[config.mk]
export PLATFORM = sky130hd
export DESIGN_NAME = button_event_detector_core
export DESIGN_NICKNAME = d
export VERILOG_FILES = /design/src/hdl/bed_pkg.sv /design/src/hdl/button_event_detector_core.sv
export VERILOG_INCLUDE_DIRS = /design/src /design/src/hdl
export SDC_FILE = /design/constraint.sdc
export NUM_CORES = 2
export LEC_CHECK = 0
export BUFFER_PORTS_ARGS = -buffer_cell sky130_fd_sc_hd__buf_2
export CAP_MARGIN = 40
export CELL_PAD_IN_SITES_DETAIL_PLACEMENT = 0
export CELL_PAD_IN_SITES_GLOBAL_PLACEMENT = 2
export CORE_MARGIN = 2
export CORE_UTILIZATION = 35
export DETAILED_ROUTE_END_ITERATION = 7
export PLACE_DENSITY = 0.78
export SYNTH_ARGS = -nofsm -noshare
export SYNTH_HDL_FRONTEND = slang
export SYNTH_SLANG_ARGS = --single-unit
[constraint.sdc]
create_clock -name clk -period 6.71 [get_ports clk]
set_input_delay 2.013 -clock clk [delete_from_list [all_inputs] [get_ports clk]]
set_output_delay 2.013 -clock clk [all_outputs]
set_load 0.01 [all_outputs]
[src/hdl/button_event_detector_core_assert.svh]
// Assertion macros for the button event detector
`ifndef BUTTON_EVENT_DETECTOR_CORE_ASSERT_SVH
`define BUTTON_EVENT_DETECTOR_CORE_ASSERT_SVH

`ifndef NO_ASSERTIONS

// Property that must hold in the same cycle
`define BED_ASSERT(lbl, ante, cons, msg) \
  lbl: assert property (@(posedge clk) disable iff (rst) (ante) |-> (cons)) else $error(msg);

// Property that must hold in the next cycle
`define BED_ASSERT_NEXT(lbl, ante, cons, msg) \
  lbl: assert property (@(posedge clk) disable iff (rst) (ante) |=> (cons)) else $error(msg);

`else

`define BED_ASSERT(lbl, ante, cons, msg)
`define BED_ASSERT_NEXT(lbl, ante, cons, msg)

`endif

`endif

[src/hdl/bed_pkg.sv]
package bed_pkg;

  localparam int KEYS_DEFAULT = 8;

  localparam int CFG_W  = 16;
  localparam int TIME_W = 32;

  typedef enum logic [1:0] {
    EV_NONE   = 2'd0,
    EV_SHORT  = 2'd1,
    EV_LONG   = 2'd2,
    EV_DOUBLE = 2'd3
  } event_t;

  // Request codes; the fourth code is unused
  localparam logic [1:0] REQ_PIN   = 2'd0;
  localparam logic [1:0] REQ_SWEEP = 2'd1;
  localparam logic [1:0] REQ_READ  = 2'd2;

  // Configuration register indexes
  localparam logic [2:0] CFG_LONG_HOLD   = 3'd0;
  localparam logic [2:0] CFG_REPEAT      = 3'd1;
  localparam logic [2:0] CFG_DEBOUNCE    = 3'd2;
  localparam logic [2:0] CFG_DOUBLE_WIN  = 3'd3;
  localparam logic [2:0] CFG_SHORT_MIN   = 3'd4;

  localparam logic [CFG_W-1:0] LONG_HOLD_RESET  = 16'd1000;
  localparam logic [CFG_W-1:0] REPEAT_RESET     = 16'd200;
  localparam logic [CFG_W-1:0] DEBOUNCE_RESET   = 16'd20;
  localparam logic [CFG_W-1:0] DOUBLE_WIN_RESET = 16'd300;
  localparam logic [CFG_W-1:0] SHORT_MIN_RESET  = 16'd50;

  localparam logic [2:0] DOUBLE_CLICKS = 3'd2;

  typedef struct packed {
    logic              level_now;
    logic              level_before;
    logic [TIME_W-1:0] press_stamp;
    logic [TIME_W-1:0] release_stamp;
    logic [TIME_W-1:0] previous_release;
    logic [1:0]        click_count;
    event_t            pending_event;
  } key_state_t;

endpackage

[src/hdl/button_event_detector_core.sv]
// Flow: a pin change or read goes from accept through S_RMW and S_DONE to key_event, a sweep
// through S_SWEEP and S_DONE, unused codes and out-of-range keys straight to S_DONE.
// The input stalls until the item has left S_DONE, so a new item waits for the last one;
// the sweep reads and writes the key state memory one key per cycle.
// Reset: control and output cleared, registers to defaults; per-key valid bits make every
// key read as released with zero stamps, so no clearing pass runs.
`include "button_event_detector_core_assert.svh"

module button_event_detector_core import bed_pkg::*; #(
  parameter int KEYS = KEYS_DEFAULT
) (
  input  logic              clk,
  input  logic              rst,
  input  logic              in_valid,
  output logic              in_stall,
  input  logic [1:0]        req_type,
  input  logic [7:0]        key_index,
  input  logic              pin_pressed,
  input  logic [TIME_W-1:0] now_ms,
  output logic              out_valid,
  input  logic              out_stall,
  output logic [1:0]        key_event,
  input  logic              cfg_valid,
  output logic              cfg_ready,
  input  logic [2:0]        cfg_index,
  input  logic [CFG_W-1:0]  cfg_data
);

  localparam int KW = (KEYS > 1) ? $clog2(KEYS) : 1;
  localparam logic [KW-1:0] LAST_KEY = KW'(KEYS - 1);

  typedef enum logic [1:0] {S_IDLE, S_RMW, S_SWEEP, S_DONE} state_t;

  state_t            state;
  logic [1:0]        req_q;
  logic [KW-1:0]     key_q;
  logic              pressed_q;
  logic [TIME_W-1:0] now_q;
  logic [KW-1:0]     sidx;
  event_t            res;

  logic [CFG_W-1:0]  long_hold_ms, repeat_interval_ms, debounce_ms;
  logic [CFG_W-1:0]  double_window_ms, short_min_ms;

  key_state_t        mem [KEYS];
  logic [KEYS-1:0]   valid;
  key_state_t        rdata;
  logic              rvalid;
  key_state_t        entry;
  logic [KW-1:0]     raddr;
  logic [KW-1:0]     waddr;
  logic              we;
  key_state_t        wdata;
  key_state_t        swept;
  logic              in_fire;
  logic              key_ok;

  function automatic key_state_t sweep_key(
    key_state_t s, logic [TIME_W-1:0] now, logic [CFG_W-1:0] lh, logic [CFG_W-1:0] rp,
    logic [CFG_W-1:0] db, logic [CFG_W-1:0] dw, logic [CFG_W-1:0] sm);
    key_state_t        n;
    logic [TIME_W-1:0] held;
    logic [TIME_W-1:0] dur;
    logic [TIME_W-1:0] gap;
    logic [2:0]        c;
    n    = s;
    held = now - s.press_stamp;
    dur  = s.release_stamp - s.press_stamp;
    gap  = now - s.previous_release;
    c    = {1'b0, s.click_count} + 3'd1;
    if (s.level_now) begin
      if ((held >= TIME_W'(lh) && s.pending_event == EV_NONE) || held >= TIME_W'(rp)) begin
        n.pending_event = EV_LONG;
        n.press_stamp   = now;
      end
    end else if (s.level_before) begin
      if (dur >= TIME_W'(db)) begin
        if (gap <= TIME_W'(dw)) begin
          if (c >= DOUBLE_CLICKS) begin
            n.pending_event = EV_DOUBLE;
            c = 3'd0;
          end
          n.click_count = c[1:0];
        end else begin
          n.click_count = 2'd1;
        end
        n.previous_release = s.release_stamp;
        if (dur >= TIME_W'(sm) && dur < TIME_W'(lh) && n.pending_event == EV_NONE)
          n.pending_event = EV_SHORT;
      end
      n.level_before = 1'b0;
    end
    return n;
  endfunction

  assign in_stall  = (state != S_IDLE);
  assign in_fire   = in_valid && !in_stall;
  assign cfg_ready = 1'b1;
  assign key_ok    = (key_index < 8'(KEYS));
  assign entry     = rvalid ? rdata : '0;
  assign swept     = sweep_key(entry, now_q, long_hold_ms, repeat_interval_ms, debounce_ms,
                               double_window_ms, short_min_ms);

  // Read address: the item's key on accept (key 0 for a sweep), the next key during a sweep
  always_comb begin
    if (state == S_SWEEP)
      raddr = (sidx == LAST_KEY) ? '0 : sidx + 1'b1;
    else if (req_type == REQ_SWEEP)
      raddr = '0;
    else
      raddr = key_index[KW-1:0];
  end

  always_comb begin
    we    = 1'b0;
    waddr = key_q;
    wdata = entry;
    if (state == S_SWEEP) begin
      we    = 1'b1;
      waddr = sidx;
      wdata = swept;
    end else if (state == S_RMW) begin
      we = 1'b1;
      if (req_q == REQ_PIN) begin
        wdata.level_before = entry.level_now;
        wdata.level_now    = pressed_q;
        if (pressed_q)
          wdata.press_stamp = now_q;
        else
          wdata.release_stamp = now_q;
      end else begin
        wdata.pending_event = EV_NONE;
      end
    end
  end

  always_ff @(posedge clk) begin
    rdata  <= mem[raddr];
    rvalid <= valid[raddr];
    if (we)
      mem[waddr] <= wdata;
  end

  always_ff @(posedge clk) begin
    if (rst)
      valid <= '0;
    else if (we)
      valid[waddr] <= 1'b1;
  end

  always_ff @(posedge clk) begin
    if (rst) begin
      long_hold_ms       <= LONG_HOLD_RESET;
      repeat_interval_ms <= REPEAT_RESET;
      debounce_ms        <= DEBOUNCE_RESET;
      double_window_ms   <= DOUBLE_WIN_RESET;
      short_min_ms       <= SHORT_MIN_RESET;
    end else if (cfg_valid && cfg_ready) begin
      unique case (cfg_index)
        CFG_LONG_HOLD:  long_hold_ms       <= cfg_data;
        CFG_REPEAT:     repeat_interval_ms <= cfg_data;
        CFG_DEBOUNCE:   debounce_ms        <= cfg_data;
        CFG_DOUBLE_WIN: double_window_ms   <= cfg_data;
        CFG_SHORT_MIN:  short_min_ms       <= cfg_data;
        default: ;
      endcase
    end
  end

  always_ff @(posedge clk) begin
    if (rst) begin
      state     <= S_IDLE;
      out_valid <= 1'b0;
      key_event <= EV_NONE;
      res       <= EV_NONE;
      sidx      <= '0;
      req_q     <= REQ_PIN;
      key_q     <= '0;
      pressed_q <= 1'b0;
      now_q     <= '0;
    end else begin
      // load a finished result, else drop the output word once taken
      if (state == S_DONE && (!out_valid || !out_stall))
        out_valid <= 1'b1;
      else if (out_valid && !out_stall)
        out_valid <= 1'b0;
      unique case (state)
        S_IDLE: begin
          if (in_fire) begin
            req_q     <= req_type;
            key_q     <= key_index[KW-1:0];
            pressed_q <= pin_pressed;
            now_q     <= now_ms;
            sidx      <= '0;
            res       <= EV_NONE;
            if (req_type == REQ_SWEEP)
              state <= S_SWEEP;
            else if ((req_type == REQ_PIN || req_type == REQ_READ) && key_ok)
              state <= S_RMW;
            else
              state <= S_DONE;
          end
        end
        S_RMW: begin
          res   <= (req_q == REQ_READ) ? entry.pending_event : EV_NONE;
          state <= S_DONE;
        end
        S_SWEEP: begin
          if (sidx == LAST_KEY)
            state <= S_DONE;
          else
            sidx <= sidx + 1'b1;
        end
        S_DONE: begin
          // hold the result until the output register is free
          if (!out_valid || !out_stall) begin
            key_event <= res;
            state     <= S_IDLE;
          end
        end
        default: state <= S_IDLE;
      endcase
    end
  end

  `BED_ASSERT_NEXT(a_out_drop, out_valid && !out_stall && state != S_DONE, !out_valid, "output word not dropped after transfer")
  `BED_ASSERT(a_sidx_range, state == S_SWEEP, sidx <= LAST_KEY, "sweep index out of range")
  `BED_ASSERT(a_event_read, state == S_DONE && res != EV_NONE, req_q == REQ_READ, "event raised by a non-read request")

endmodule
==> flow_metrics.env <==
export IMPL_synth_top_family_by_area="simple AND/OR/NAND/NOR gates"
export IMPL_firstDrtPassIters=5
export IMPL_power_w=0.0280
export IMPL_synth_seq_area_share_pct=60.0
export IMPL_insertion_delay_ns=0.74
export IMPL_synthAdderAreaFrac_pct=5.20
export IMPL_syn_area_sq_um=48800
export IMPL_synthArstFlopShare_pct=0
export IMPL_hpwlAfterDp_um=93000
export IMPL_switching_share_pct=41.1
export IMPL_core_sq_um=139000
export IMPL_htreeDepth=3
export IMPL_die_x_um=378
export IMPL_critPathKind="reg2reg"
export IMPL_required_ns=7.22
export IMPL_cp_num_buf_inv=3
export IMPL_synth_seq_cells=1055
export IMPL_finalCritPeriodShare_pct=96.5
export IMPL_min_path_type="reg2reg"
export IMPL_cp_end_kind="flop"
export IMPL_setup_tns_final_ns=0
export IMPL_pwr_share_clk_pct=22.5
export IMPL_cts_clk_slew_worst_paths_ns=0.06
export IMPL_die_area_sq_um=143000
export IMPL_finalCriticalPeriod_ns=6.47
export IMPL_path_cells="buf_4 -> buf_4 -> nand2_1 -> inv_1 -> ha_1 -> a21oi_1 -> o21ai_1 -> o21ai_0 -> nand2b_1 -> a21oi_1 -> xnor2_1 -> ha_1 -> a21o_1 -> a21o_1 -> a21o_1 -> a21oi_1 -> o21ai_0 -> a221o_1 -> nor4_1 -> or4b_1 -> a211o_1 -> o21ai_2"
export IMPL_grt_pass1_wl_um=223000
export IMPL_start_kind="flop"
export IMPL_clock_skew_ns=0.0400
export IMPL_max_freq_mhz=154
export IMPL_critPathMaxFanout=36
export IMPL_wirelength_um=151000
export IMPL_num_vias=35600
export IMPL_setup_violations=0
export IMPL_layout_commonest_cell="nand2_1"
export IMPL_gr_total_overflow=0
export IMPL_die_h_um=378
export IMPL_drt_iter0_drc=3162
export IMPL_clockBufferDepth=3
export IMPL_detail_route_antenna_nets=0
export IMPL_rr_worst_depth=22
export IMPL_rows=137
export IMPL_holdPathEnd="double_window_ms[10]$_SDFFE_PP0P_"
export IMPL_seq_power_share_pct=32.0
export IMPL_cp_top_family="compound AO/OA/AOI/OAI gates"
export IMPL_io_pins=72
export IMPL_post_cts_setup_buffer_count=0
export IMPL_final_nets=5088
export IMPL_cpPeakStageDelay_ns=0.61
export IMPL_relSlewSlack_pct=31.9
export IMPL_ctsHoldBuffers=0
export IMPL_finalHoldViolCount=0
export IMPL_antenna_found_initial=4
export IMPL_drc=0
export IMPL_rr_startpoint="rvalid$_DFF_P_"
export IMPL_hold_depth=2
export IMPL_cts_sinks=1055
export IMPL_synth_xor_area_share_pct=1.11
export IMPL_min_from="double_window_ms[10]$_SDFFE_PP0P_"
export IMPL_arrival_ns=6.98
export IMPL_ff2ff_setup_slack_ns=0.24
export IMPL_cts_root_buf="clkbuf_16"
export IMPL_portBuffers=70
export IMPL_ys_flop_type="edfxtp_1"
export IMPL_synth_warning_count=0
export IMPL_final_cell_mix="nand2_1, edfxtp_1, nand3_1"
export IMPL_synth_distinct_cells=90
export IMPL_track_usage_pct=20.9
export IMPL_first_global_vias=34000
export IMPL_gp_congestion=0.931
export IMPL_routedWlPerCell_um=22.2
export IMPL_initial_core_util_pct=35.1
export IMPL_cts_made_buffers=110
export IMPL_synth_avg_cell_area_sq_um=10.2
export IMPL_p_sw_w=0.0115
export IMPL_slew_viol_final=0
export IMPL_rsz0062_at_grt="true"
export IMPL_maxCapViolations=0
export IMPL_internal_power_w=0.0165
export IMPL_cts_tree="done"
export IMPL_synth_edf_count=816
export IMPL_tightest_slew_ns=1.01
export IMPL_status="finished clean"
export IMPL_syn_num_nets=5050
export IMPL_syn_to_final_growth_pct=13.6
export IMPL_synthMuxAreaShare_pct=1.31
export IMPL_grt_max_degree=161
export IMPL_drive_gt1_share_pct=8.10
export IMPL_via_per_inst=5.25
export IMPL_synth_compound_area_share_pct=9.14
export IMPL_syn_inst=4782
export IMPL_p_leak_nw=21.0
export IMPL_irDropWorstVdd_mv=0.577
export IMPL_r2r_end="mem[7][0]$_DFFE_PP_"
export IMPL_cpMaxStageDelayCell="nor4_1"
export IMPL_synth_simple_area_share_pct=19.9
export IMPL_power_density_nw_per_um2=504
export IMPL_combPwrFrac_pct=45.5
==> cells in the mapped netlist, types with 22 or more instances <==
cell	count	area [sq um]
ha_1	198	2480
nand4_1	35	219
dfxtp_1	239	4780
xnor2_1	35	307
inv_1	170	638
o21ai_0	208	1040
xor2_1	27	236
nor2_1	123	462
nor3_1	25	125
edfxtp_1	816	24500
mux2i_1	63	631
a211o_1	22	193
nand3_1	550	2750
a21oi_1	247	1240
nand2_1	1403	5270
clkbuf_1	215	807
a21o_1	41	308
o211ai_1	26	195
==> routing by layer <==
layer	up-vias	track usage (%)	routed length, um
li1	17000	-	-
met1	17400	29.8	69900
met2	1025	33.5	69300
met3	201	2.48	8420
met4	0	5.68	3440
met5	-	0	0
==> worst max path at each step <==
stage	start	to	slack, ns	cells after the start
2_1_floorplan	state[0]$_SDFFE_PP0P_	mem[5][0]$_DFFE_PP_	0.52	6
3_3_place_gp	rvalid$_DFF_P_	mem[3][82]$_DFFE_PP_	0.48	21
3_5_place_dp	rvalid$_DFF_P_	mem[5][73]$_DFFE_PP_	0.38	20
4_1_cts	rvalid$_DFF_P_	mem[5][0]$_DFFE_PP_	0.35	22
5_1_grt	rvalid$_DFF_P_	mem[7][73]$_DFFE_PP_	-0.08	19
6_report	rvalid$_DFF_P_	mem[7][0]$_DFFE_PP_	0.24	22
==> layout make-up <==
cell class | count | area (sq um)
diodes | 1 | 2.50
clock buffers | 152 | 3110
clock inverters | 56 | 632
fillers | 13500 | 83500
inverters | 170 | 638
multi-input cells | 3306 | 18000
flip-flops and latches | 1055 | 29300
well taps | 1876 | 2350
repair buffers | 177 | 1430
==> cells by family after synthesis <==
group / Yosys count
AOI/OAI and AO/OA: 715
xor gates and xnor gates: 62
adders and majority gates: 201
buffers and inverters: 421
DFF: 1055
muxes: 64
other: 1
and+or+nand+nor: 2263
==> power by group through the flow <==
| stage | Combinational [W] | Clock [W] | Sequential (W) |
|---|---|---|---|
| floorplan | 0.00856 | 0 | 0.00900 |
| global placement | 0.0126 | 0 | 0.00908 |
| detailed placement | 0.0126 | 0 | 0.00907 |
| CTS | 0.0127 | 0.00644 | 0.00894 |
| global route | 0.0141 | 0.00668 | 0.00901 |
| finish | 0.0127 | 0.00630 | 0.00895 |
==> tightest hold or removal path, delay by kind of cell, from the launching register on <==
| family | cells | cell delay [ns] |
|---|---|---|
| DFF | 1 | 0.31 |
| AOI/OAI and AO/OA | 1 | 0.05 |
| and+or+nand+nor | 1 | 0.05 |
==> metrics by stage <==
stage | setup WS, ns | std cells | hold WS, ns | utilization (%) | instance area (sq um)
floorplan | 0.518 | 4782 | 0.436 | - | 48800
global placement | 0.479 | 6561 | 0.443 | 37.1 | 51600
detailed placement | 0.381 | 6582 | 0.446 | 37.2 | 51700
CTS | 0.351 | 6790 | 0.455 | 39.9 | 55500
global route | -0.0796 | 6793 | 0.476 | 39.9 | 55500
finish | 0.236 | 6793 | 0.455 | 39.9 | 55500
==> sequential cells by signal (all words and copies together), names as in the netlist, 3 cells and up <==
name	cells
now_q	32
key_q	3
long_hold_ms	16
debounce_ms	16
short_min_ms	16
rdata	102
valid	8
mem	816
double_window_ms	16
repeat_interval_ms	16
sidx	3
==> timing repair <==
| item | CTS | global route |
|---|---|---|
| endpoints found under the setup margin | 0 | 48 |
| hold endpoints to repair | 0 | 0 |
| resized for setup | 0 | 1 |
No activity file was read; power rests on OpenSTA's default activity.
